File: config.mk
export PLATFORM = sky130hd
export DESIGN_NAME = decoder_stream_selector_top
export DESIGN_NICKNAME = d
export VERILOG_FILES = /design/src/sv/dss_pkg.sv /design/src/sv/decoder_stream_selector_top.sv
export SDC_FILE = /design/constraint.sdc
export NUM_CORES = 2
export LEC_CHECK = 0
export BUFFER_PORTS_ARGS = -buffer_cell sky130_fd_sc_hd__buf_2
export CAP_MARGIN = 20
export CORE_ASPECT_RATIO = 0.7
export CORE_MARGIN = 3
export CORE_UTILIZATION = 60
export CTS_CLUSTER_SIZE = 10
export DETAILED_ROUTE_END_ITERATION = 10
export PLACE_DENSITY = 0.81
export SYNTH_ARGS = -nofsm -noshare
export SYNTH_HDL_FRONTEND = slang
export SYNTH_SLANG_ARGS = --single-unit
File: constraint.sdc
create_clock -name clock -period 14.1 [get_ports clock]
set_clock_uncertainty 0.2 [all_clocks]
set_input_delay 2.82 -clock clock [delete_from_list [all_inputs] [get_ports clock]]
set_output_delay 2.82 -clock clock [all_outputs]
set_load 0.005 [all_outputs]
File: src/sv/dss_pkg.sv
`timescale 1ns / 1ps
// dss_pkg: types and constants for the decoder stream selector
// depends on nothing; used by decoder_stream_selector_top

package dss_pkg;

   // table size and derived index widths
   localparam int MAX_STREAMS = 8;
   localparam int IDX_W       = (MAX_STREAMS > 1) ? $clog2(MAX_STREAMS) : 1;
   localparam int CNT_W       = $clog2(MAX_STREAMS + 1);
   localparam int PTS_W       = 48;
   localparam int STAMP_W     = 32;
   localparam int CSR_IDX_W   = 1;
   localparam int CSR_DATA_W  = 32;

   // command codes
   typedef enum logic {
      CMD_LOOKUP = 1'b0,
      CMD_UPDATE = 1'b1
   } cmd_type;

   // configuration register indexes
   typedef enum logic [CSR_IDX_W-1:0] {
      CSR_STREAMS_IN_USE = 1'b0,
      CSR_NEAR_DISTANCE  = 1'b1
   } csr_index_type;

   // tier that produced the choice
   typedef enum logic [1:0] {
      MK_EXACT  = 2'd0,
      MK_NEARBY = 2'd1,
      MK_GROUP  = 2'd2,
      MK_LRU    = 2'd3
   } match_kind_type;

   // input word
   typedef struct packed {
      cmd_type                  cmd;
      logic signed [PTS_W-1:0]  wanted_pts;
      logic signed [PTS_W-1:0]  group_key_pts;
      logic                     group_key_known;
      logic [2:0]               entry_sel;
      logic signed [PTS_W-1:0]  entry_pts;
      logic signed [PTS_W-1:0]  entry_key_pts;
      logic                     entry_key_known;
   } req_word_type;

   // result word
   typedef struct packed {
      logic [2:0]     chosen_stream;
      logic           seek_needed;
      match_kind_type match_kind;
   } rsp_word_type;

   // one context entry as held in the context memory
   typedef struct packed {
      logic signed [PTS_W-1:0] cur_pts;
      logic signed [PTS_W-1:0] key_pts;
      logic                    key_valid;
   } ctx_entry_type;

endpackage

File: src/sv/decoder_stream_selector_top.sv
`timescale 1ns / 1ps
// decoder_stream_selector_top: context table and four-tier context search
// depends on dss_pkg
//
// Usage:
//  - input words arrive on req_word, taken at a clock edge with start high and
//    busy low. An update word rewrites one context and gives no result; a
//    lookup word gives exactly one result word.
//  - the result is on rsp_word, marked by rsp_strobe for one cycle; the
//    receiver cannot stall it, so it must take it in that cycle.
//  - an update leaves busy low, so another word may follow.
//  - a lookup scans the open contexts one memory read per cycle, through the
//    single read port of the context and use-stamp memories. busy stays high
//    through the scan and the choice, and rsp_strobe rises in the cycle busy falls.
//  - csr_we writes streams_in_use (index 0) or near_distance (index 1); write
//    only while busy is low.
//  - reset clears control state, the use clock and the per-entry valid bits;
//    an entry never written reads as all zero. No clearing pass is needed.

module decoder_stream_selector_top
   import dss_pkg::*;
(
   input  logic                   clock,
   input  logic                   reset,
   input  logic                   start,
   output logic                   busy,
   input  req_word_type           req_word,
   output logic                   rsp_strobe,
   output rsp_word_type           rsp_word,
   input  logic                   csr_we,
   input  logic [CSR_IDX_W-1:0]   csr_index,
   input  logic [CSR_DATA_W-1:0]  csr_wdata
);

   typedef enum logic [1:0] {
      ST_IDLE,
      ST_SCAN,
      ST_DONE
   } state_type;

   // control state
   state_type              state_ff;
   logic [CNT_W-1:0]       rd_cnt_ff;
   logic                   eval_ff;
   logic [IDX_W-1:0]       eval_idx_ff;
   logic                   rsp_strobe_ff;
   rsp_word_type           rsp_word_ff;
   logic [STAMP_W-1:0]     use_clock_ff;

   // configuration
   logic [3:0]             streams_ff;
   logic [31:0]            near_dist_cfg_ff;

   // lookup operands
   logic signed [PTS_W-1:0] target_ff;
   logic signed [PTS_W-1:0] gkey_ff;
   logic                    gknown_ff;
   logic [CNT_W-1:0]        n_ff;
   logic [CNT_W-1:0]        n_in;

   // memories and valid bits
   ctx_entry_type          ctx_mem [MAX_STREAMS];
   logic [STAMP_W-1:0]     use_mem [MAX_STREAMS];
   logic [MAX_STREAMS-1:0] ctx_vld_ff;
   logic [MAX_STREAMS-1:0] use_vld_ff;
   ctx_entry_type          ctx_rd_ff;
   logic [STAMP_W-1:0]     use_rd_ff;
   logic                   ctx_rd_vld_ff;
   logic                   use_rd_vld_ff;

   logic                   accept;
   logic                   ctx_we;
   logic [IDX_W-1:0]       ctx_waddr;
   ctx_entry_type          ctx_wdata;
   logic                   use_we;
   logic [IDX_W-1:0]       rd_addr;

   // scan evaluation
   ctx_entry_type           ent;
   logic [STAMP_W-1:0]      stamp;
   logic signed [PTS_W:0]   diff;
   logic                    diff_pos;
   logic                    not_past;
   logic                    key_match;

   // accumulators
   logic                    exact_hit_ff;
   logic [IDX_W-1:0]        exact_idx_ff;
   logic                    near_hit_ff;
   logic [IDX_W-1:0]        near_idx_ff;
   logic signed [PTS_W:0]   near_gap_ff;
   logic                    grp_hit_ff;
   logic [IDX_W-1:0]        grp_idx_ff;
   logic signed [PTS_W:0]   grp_gap_ff;
   logic [IDX_W-1:0]        lru_idx_ff;
   logic [STAMP_W-1:0]      lru_stamp_ff;

   // final choice
   logic [IDX_W-1:0]        chosen;
   match_kind_type          kind;
   logic                    near_ok;

   assign busy       = (state_ff != ST_IDLE);
   assign accept     = start && !busy;
   assign rsp_strobe = rsp_strobe_ff;
   assign rsp_word   = rsp_word_ff;

   // clamp the open count to 1..MAX_STREAMS
   always_comb begin
      if (streams_ff == 4'd0) begin
         n_in = CNT_W'(1);
      end else if (32'(streams_ff) > 32'(MAX_STREAMS)) begin
         n_in = CNT_W'(MAX_STREAMS);
      end else begin
         n_in = CNT_W'(streams_ff);
      end
   end

   // configuration writes
   always_ff @(posedge clock) begin
      if (reset) begin
         streams_ff       <= 4'd1;
         near_dist_cfg_ff <= 32'd45000;
      end else if (csr_we) begin
         unique case (csr_index_type'(csr_index))
            CSR_STREAMS_IN_USE: streams_ff       <= csr_wdata[3:0];
            CSR_NEAR_DISTANCE:  near_dist_cfg_ff <= csr_wdata[31:0];
            default: ;
         endcase
      end
   end

   // update writes go straight into the context memory
   assign ctx_we    = accept && (req_word.cmd == CMD_UPDATE) &&
                      (32'(req_word.entry_sel) < 32'(MAX_STREAMS));
   assign ctx_waddr = IDX_W'(req_word.entry_sel);
   assign ctx_wdata = '{cur_pts:   req_word.entry_pts,
                        key_pts:   req_word.entry_key_pts,
                        key_valid: req_word.entry_key_known};
   assign use_we    = (state_ff == ST_DONE);
   assign rd_addr   = rd_cnt_ff[IDX_W-1:0];

   // memories, registered read
   always_ff @(posedge clock) begin
      if (ctx_we) begin
         ctx_mem[ctx_waddr] <= ctx_wdata;
      end
      if (use_we) begin
         use_mem[chosen] <= use_clock_ff + STAMP_W'(1);
      end
      ctx_rd_ff     <= ctx_mem[rd_addr];
      use_rd_ff     <= use_mem[rd_addr];
      ctx_rd_vld_ff <= ctx_vld_ff[rd_addr];
      use_rd_vld_ff <= use_vld_ff[rd_addr];
   end

   // per-entry valid bits, unwritten entries read as zero
   always_ff @(posedge clock) begin
      if (reset) begin
         ctx_vld_ff <= '0;
         use_vld_ff <= '0;
      end else begin
         if (ctx_we) begin
            ctx_vld_ff[ctx_waddr] <= 1'b1;
         end
         if (use_we) begin
            use_vld_ff[chosen] <= 1'b1;
         end
      end
   end

   // entry under evaluation
   always_comb begin
      ent       = ctx_rd_vld_ff ? ctx_rd_ff : '0;
      stamp     = use_rd_vld_ff ? use_rd_ff : '0;
      diff      = {target_ff[PTS_W-1], target_ff} - {ent.cur_pts[PTS_W-1], ent.cur_pts};
      diff_pos  = !diff[PTS_W] && (diff != '0);
      not_past  = !diff[PTS_W];
      key_match = ent.key_valid && (ent.key_pts == gkey_ff);
   end

   // running best per tier
   always_ff @(posedge clock) begin
      if (accept) begin
         target_ff    <= req_word.wanted_pts;
         gkey_ff      <= req_word.group_key_pts;
         gknown_ff    <= req_word.group_key_known;
         n_ff         <= n_in;
         exact_hit_ff <= 1'b0;
         near_hit_ff  <= 1'b0;
         grp_hit_ff   <= 1'b0;
      end else if (eval_ff) begin
         // exact timestamp, first index wins
         if (!exact_hit_ff && (ent.cur_pts == target_ff)) begin
            exact_hit_ff <= 1'b1;
            exact_idx_ff <= eval_idx_ff;
         end
         // nearest entry with a valid key behind the target
         if (ent.key_valid && diff_pos && (!near_hit_ff || (diff < near_gap_ff))) begin
            near_hit_ff <= 1'b1;
            near_idx_ff <= eval_idx_ff;
            near_gap_ff <= diff;
         end
         // nearest same-group entry not past the target
         if (key_match && not_past && (!grp_hit_ff || (diff < grp_gap_ff))) begin
            grp_hit_ff <= 1'b1;
            grp_idx_ff <= eval_idx_ff;
            grp_gap_ff <= diff;
         end
         // least recently used
         if ((eval_idx_ff == '0) || (stamp < lru_stamp_ff)) begin
            lru_idx_ff   <= eval_idx_ff;
            lru_stamp_ff <= stamp;
         end
      end
   end

   // tier priority
   always_comb begin
      near_ok = near_hit_ff && (near_gap_ff < $signed({17'd0, near_dist_cfg_ff}));
      priority if (exact_hit_ff) begin
         chosen = exact_idx_ff;
         kind   = MK_EXACT;
      end else if (near_ok) begin
         chosen = near_idx_ff;
         kind   = MK_NEARBY;
      end else if (gknown_ff && grp_hit_ff) begin
         chosen = grp_idx_ff;
         kind   = MK_GROUP;
      end else begin
         chosen = lru_idx_ff;
         kind   = MK_LRU;
      end
   end

   // sequencer and registered outputs
   always_ff @(posedge clock) begin
      if (reset) begin
         state_ff      <= ST_IDLE;
         rd_cnt_ff     <= '0;
         eval_ff       <= 1'b0;
         eval_idx_ff   <= '0;
         rsp_strobe_ff <= 1'b0;
         rsp_word_ff   <= '0;
         use_clock_ff  <= '0;
      end else begin
         // strobe in the cycle after the choice is made
         rsp_strobe_ff <= (state_ff == ST_DONE);
         unique case (state_ff)
            ST_IDLE: begin
               if (accept && (req_word.cmd == CMD_LOOKUP)) begin
                  rd_cnt_ff <= '0;
                  eval_ff   <= 1'b0;
                  state_ff  <= ST_SCAN;
               end
            end
            ST_SCAN: begin
               if (rd_cnt_ff < n_ff) begin
                  rd_cnt_ff   <= rd_cnt_ff + CNT_W'(1);
                  eval_ff     <= 1'b1;
                  eval_idx_ff <= rd_addr;
               end else begin
                  eval_ff <= 1'b0;
               end
               if (eval_ff && (rd_cnt_ff == n_ff)) begin
                  state_ff <= ST_DONE;
               end
            end
            ST_DONE: begin
               rsp_word_ff.chosen_stream <= 3'(chosen);
               rsp_word_ff.seek_needed   <= (kind == MK_LRU);
               rsp_word_ff.match_kind    <= kind;
               use_clock_ff              <= use_clock_ff + STAMP_W'(1);
               state_ff                  <= ST_IDLE;
            end
            default: state_ff <= ST_IDLE;
         endcase
      end
   end

   // a result is only shown once the block is free again
   a_strobe_idle: assert property (@(posedge clock) disable iff (reset)
      rsp_strobe |-> !busy)
      else $error("result strobe while busy");

   // seek is needed exactly for the least recently used tier
   a_seek_lru: assert property (@(posedge clock) disable iff (reset)
      rsp_strobe |-> (rsp_word.seek_needed == (rsp_word.match_kind == MK_LRU)))
      else $error("seek_needed disagrees with match kind");

   // each result advances the use clock by one
   a_use_clock: assert property (@(posedge clock) disable iff (reset)
      rsp_strobe |-> (use_clock_ff == $past(use_clock_ff) + STAMP_W'(1)))
      else $error("use clock not advanced with result");

   // the scan counter never goes past the open count
   a_scan_bound: assert property (@(posedge clock) disable iff (reset)
      (state_ff == ST_SCAN) |-> (rd_cnt_ff <= n_ff))
      else $error("scan counter past open count");

endmodule
* After elaboration in Yosys (flattened, before gate mapping) *
Memory sizes are Yosys's and may differ from the RTL's. A register that Yosys moved wholly into a read port is not among the register bits.
Cells that the tools add are included.

operators by class
  multiplexer cells = 30
  magnitude comparators = 11
  bitwise operators = 5
  reductions and logical operators = 43
  $add $sub $neg = 3
  equal/unequal tests = 9

operators by type and width
  kind                   count
  $lt 49x49->1           2
  $mux 97                1
  $eq 48x48->1           2
  $lt 49x33->1           1
  $reduce_bool 49->1     1
  $sub 48x48->49         1
  $add 32x1->32 const B  1
  $lt 32x32->1           1
  $mux 32                1
  $or 8x8->8             2
  $reduce_and 2->1       8
  $logic_and 1x1->1      15
  $reduce_and 3->1       5
  $lt 3x4->1 const B     3
  $mux 4                 3
  $mux 1                 11
  $mux 3                 3
  $mux 2                 4
  $pmux 4 s2             1
  $bmux 1 s3             2
  $demux 1 s3            2
  $ge 3x1->1 const B     2
  $ne 2x2->1 const B     3
  $logic_not 1->1        5
  other kinds (15)       21

storage, ports and cells
  memories = 2
  word-level logic and storage cells = 133
  output and inout port bits = 8
  bits in writable memories = 1032
  input bits = 235
  bits in registers = 349

memory list
  name     depth  width  read ports  clocked after Yosys merged registers in  wr ports  RTL line                           source
  ctx_mem  8      97     1           1                                        1         decoder_stream_selector_top.sv:62  ctx_entry_type ctx_mem [MAX_STREAMS];
  use_mem  8      32     1           1                                        1         decoder_stream_selector_top.sv:63  logic [STAMP_W-1:0] use_mem [MAX_STREAMS];

* Depth between registers and ports, before layout *
  depth in word-level cells = 9
  mapped depth = 26
  depth with buffers taken out = 21

* Least setup slack after synthesis *
Ideal clock, no wire load.

  path kind = input to register
  from = input start
  to = memory ctx_mem[1][0] in the netlist's numbering (enable)
  arrival = 12.090 ns
  path buffers = 0
  cell stages on the path = 4
  data required time = 13.225 ns
  setup slack = 1.134 ns
  cells stage by stage = nand2_1 -> inv_1 -> nand3_1 -> nor3_1

on the way
  cells in the longest elaborated chain, start to end = 4

ends and longest elaborated chain
  what                          RTL line                            source
  start: declaration            decoder_stream_selector_top.sv:25   input logic start,
  $logic_and 1x1->1             decoder_stream_selector_top.sv:104  assign accept = start && !busy;
  net accept                    decoder_stream_selector_top.sv:71   logic accept;
  $logic_and 1x1->1             decoder_stream_selector_top.sv:134  assign ctx_we = accept && (req_word.cmd == CMD_UPDATE) &&
  $mux 1                        decoder_stream_selector_top.sv:145  if (ctx_we) begin
  $mux 1 (not written as such)  decoder_stream_selector_top.sv:146  ctx_mem[ctx_waddr] <= ctx_wdata;
  end: declaration              decoder_stream_selector_top.sv:62

The timed path passes the listed nets, and every way through them passes these cells.

* Final worst setup path *
  from = register ctx_rd_vld_ff
  to = register grp_gap_ff[38] (enable)

on the way
  cells in the longest elaborated chain, start to end = 6
  elaborated cells between the ends (all ways) = 10
  those cells by class = 1 x add/sub; 1 x order compare; 1 x eq/ne; 1 x mux; 6 x reduce/logical

ends and longest elaborated chain
  what                        RTL line                            source
  start: declaration          decoder_stream_selector_top.sv:68   logic ctx_rd_vld_ff;
  start signal: assignment    decoder_stream_selector_top.sv:153  ctx_rd_vld_ff <= ctx_vld_ff[rd_addr];
  $mux 97                     decoder_stream_selector_top.sv:174  ent = ctx_rd_vld_ff ? ctx_rd_ff : '0;
  $sub 48x48->49              decoder_stream_selector_top.sv:176  diff = {target_ff[PTS_W-1], target_ff} - {ent.cur_pts[PTS_W-1], ent.cur_pts};
  net diff[34]                decoder_stream_selector_top.sv:81   logic signed [PTS_W:0] diff;
  $lt 49x49->1                decoder_stream_selector_top.sv:205  if (key_match && not_past && (!grp_hit_ff || (diff < grp_gap_ff))) begin
  $logic_or 1x1->1            decoder_stream_selector_top.sv:205
  $logic_and 1x1->1           decoder_stream_selector_top.sv:205
  $reduce_and 3->1 (no line)  n/a
  end signal: assignment      decoder_stream_selector_top.sv:208  grp_gap_ff <= diff;
  end: declaration            decoder_stream_selector_top.sv:94   logic signed [PTS_W:0] grp_gap_ff;

The timed path passes the listed nets, and every way through them passes these cells.
A chain may end at the register's enable or synchronous reset.

==> reports/metrics.yaml <==
postCtsSetupBuffers: 0
htreeDepth: 4
hold_class: "register to register"
r2r_end: "grp_gap_ff[38]"
num_io_pins: 243
drt-initial-drc-count: 3718
nNetsFinal: 4567
grt_pass1_vias: 35190
yosysUniqueCellTypes: 88
synthArstFlopShare_pct: 0
fmaxAchievable_mhz: 139.4
num_vias: 35140
startpoint_type: "register"
routed_wirelength_um: 146700
die_area_sq_um: 107500
drive_above_1_share_pct: 21.96
yosys.area.top_type: "edfxtp_1"
path_buf_inv: 1
grt_max_degree: 167
critPathSlowestCell: "dfxtp_4"
ys_seq_elements: 1510
finalCriticalPeriod_ns: 7.172
arrival_ns: 7.40
final_max_slew_viol_count: 0
post-route-period-util_pct: 50.87
grt_pass1_wl_um: 219600
ctsHoldBuffers: 0
rsz0062_at_grt: "no"
synth_area_sq_um: 62130
p_clk_share_pct: 42.2
cp.required_ns: 14.33
cpMostUsedCell: "a21o_1"
synth_warnings: 0
ir_drop_mv: 0.1304
io_buffer_count: 242
grt_overflow: 0
dp_hpwl_um: 89150
postCtsResizedCells: 0
p_seq_share_pct: 51.8
slew_headroom_pct: 27.28
combinationalPowerShare_pct: 5.9
setup_viol: 0
critPathKind: "register to register"
synth_top_area_share_pct: 61.63
worst_r2r_path_depth: 20
crit_path_max_incr_delay_ns: 1.01
tightest_slew_ns: 1.091
cts.sinks: 1510
ant_nets: 0
worst-r2r-setup-slack_ns: 6.93
critPathMaxFanout: 81
wire_per_inst_um: 26.05
tns_ns: 0
routabilityCongestion: 0.9380
cap_violations: 0
grt_use_total_pct: 27.38
clk_path_buf_depth: 3
finalHoldViolations: 0
syn_area_per_cell_sq_um: 16.40
cp_top_family: "compound AO/OA/AOI/OAI gates"
leakagePower_uw: 0.02435
cts.clk_slew.worst_paths_ns: 0.06
yosysMostFrequentCell: "edfxtp_1"
endpoint_kind: "register"
clock_latency_ns: 0.81
switching_power_uw: 2123
synth_top_cells_by_count: "edfxtp_1 (1275), mux4_2 (262), dfxtp_1 (235)"
initial_core_util_pct: 60.68
crit_cells: 20
synth_edf_count: 1275
post-route-drc-count: 0
numCtsBuffers: 169
reg2reg_from: "ctx_rd_vld_ff"
powerDensity_nw_per_um2: 136.2
root_buffer: "clkbuf_16"
grt_antenna_before_repair: 36
die_w_um: 390.6
firstDrtPassIters: 5
synthCells: 3789
cp-endpoint: "grp_gap_ff[38]"
startpoint: "ctx_rd_vld_ff"
area_delta_synth_final_pct: 12.96
synth_seq_area_share_pct: 69.20
power.share.switching_pct: 22.21
synthFlopType: "edfxtp_1"
ys_top_cells_by_area: "edfxtp_1 (62%), mux4_2 (9.5%), dfxtp_1 (7.6%)"
core-area_sq_um: 102400
fp-row-count: 98
syn_nets: 4237
status: "complete, no violations"
vias_per_cell: 6.240
p_int_uw: 7433
hold_ws_ns: 0.2590
crit_chain: "nand2_1 > ha_1 > a211oi_2 > o31ai_2 > a21oi_1 > a311oi_1 > a21oi_1 > xnor2_1 > ha_1 > a21o_1 > a21o_1 > a21o_1 > a21o_1 > a21oi_1 > nor3_1 > a211o_1 > a211oi_1 > xor2_1 > a21boi_4 > buf_4"
cts_tree: "built"
fp.dieH_um: 275.2
==> power groups by stage <==
stage	clock network (uW)	registers, uW	logic (uW)
6_report	4030	4950	568
5_1_grt	4260	4960	622
4_1_cts	4070	4950	562
3_5_place_dp	0	5040	554
3_3_place_gp	0	5040	542
2_1_floorplan	0	5030	362
==> stage by stage <==
stage / std cells / power (uW) / util, % / instance area (sq um) / worst slack [ns]
2_1_floorplan: 3789 / 5390 / - / 62130 / 1.134
3_3_place_gp: 5295 / 5581 / 63.54 / 65050 / 6.264
3_5_place_dp: 5298 / 5596 / 63.56 / 65070 / 7.069
4_1_cts: 5604 / 9585 / 68.48 / 70110 / 7.025
5_1_grt: 5618 / 9837 / 68.51 / 70150 / 6.467
6_report: 5632 / 9556 / 68.55 / 70180 / 6.928
==> how the worst min path moves through the flow <==
stage	from	to	slack, ns	depth (start not counted)
final	near_dist_cfg_ff[25]	near_dist_cfg_ff[25]	0.26	2
after global routing	near_dist_cfg_ff[31]	near_dist_cfg_ff[31]	0.27	2
after CTS	near_dist_cfg_ff[31]	near_dist_cfg_ff[31]	0.26	2
after detailed placement	use_vld_ff[6]	use_vld_ff[6]	0.25	2
after global placement	rsp_word[2]	rsp_word[2]	0.24	2
after floorplan	use_vld_ff[2]	use_vld_ff[2]	0.23	2
==> state kept, by name (all words and copies together) (netlist names), 32 cells and up <==
register,flops
lru_stamp_ff,32
use_rd_ff,32
grp_gap_ff,49
ctx_rd_ff,97
gkey_ff,48
use_mem,256
ctx_mem,776
use_clock_ff,32
target_ff,48
near_gap_ff,49
near_dist_cfg_ff,32
==> cells in the final DEF, fill, tap and decap left out, types with 69 or more instances in the layout <==
cell type	instances
a21o_1	69
a21oi_1	138
buf_2	243
clkbuf_1	120
clkbuf_16	171
dfxtp_1	231
edfxtp_1	1275
ha_1	212
inv_1	216
mux2_2	135
mux4_2	262
nand2_1	234
nor2_1	145
o21ai_0	85
==> per-layer routing <==
metal  vias to the layer above  track usage [%]  share of wire (%)
li1                      15390                -                  -
met1                     17810            39.25                 41
met2                      1679            42.15                 47
met3                       249            6.114                9.3
met4                        14            9.454                2.7
met5                         -                0              0.063
==> area by class of cell <==
| cell class | instances | area (sq um) |
|---|---|---|
| diodes | 28 | 70.07 |
| clock buffers | 293 | 4757 |
| clock inverters | 13 | 281.5 |
| fillers | 6411 | 32200 |
| inverters | 217 | 817.0 |
| multi-input cells | 1929 | 17950 |
| flip-flops and latches | 1510 | 43010 |
| well taps | 1350 | 1689 |
| repair buffers | 292 | 1609 |
==> logic make-up after synthesis <==
family | count (synthesis) | synth area share (%)
compound gates | 485 | 5.156
xor+xnor | 98 | 1.382
fa+ha+maj | 213 | 4.302
buf+inv | 350 | 2.163
flops | 1510 | 69.20
mux | 405 | 12.07
simple gates | 728 | 5.728
==> tightest hold or removal path, delay by kind of cell, from the launching register on <==
kind               cells  cell delay, ns
AOI/OAI and AO/OA      1            0.05
DFF                    1            0.31
and+or+nand+nor        1            0.05
Power figures use the tool's default switching activity.
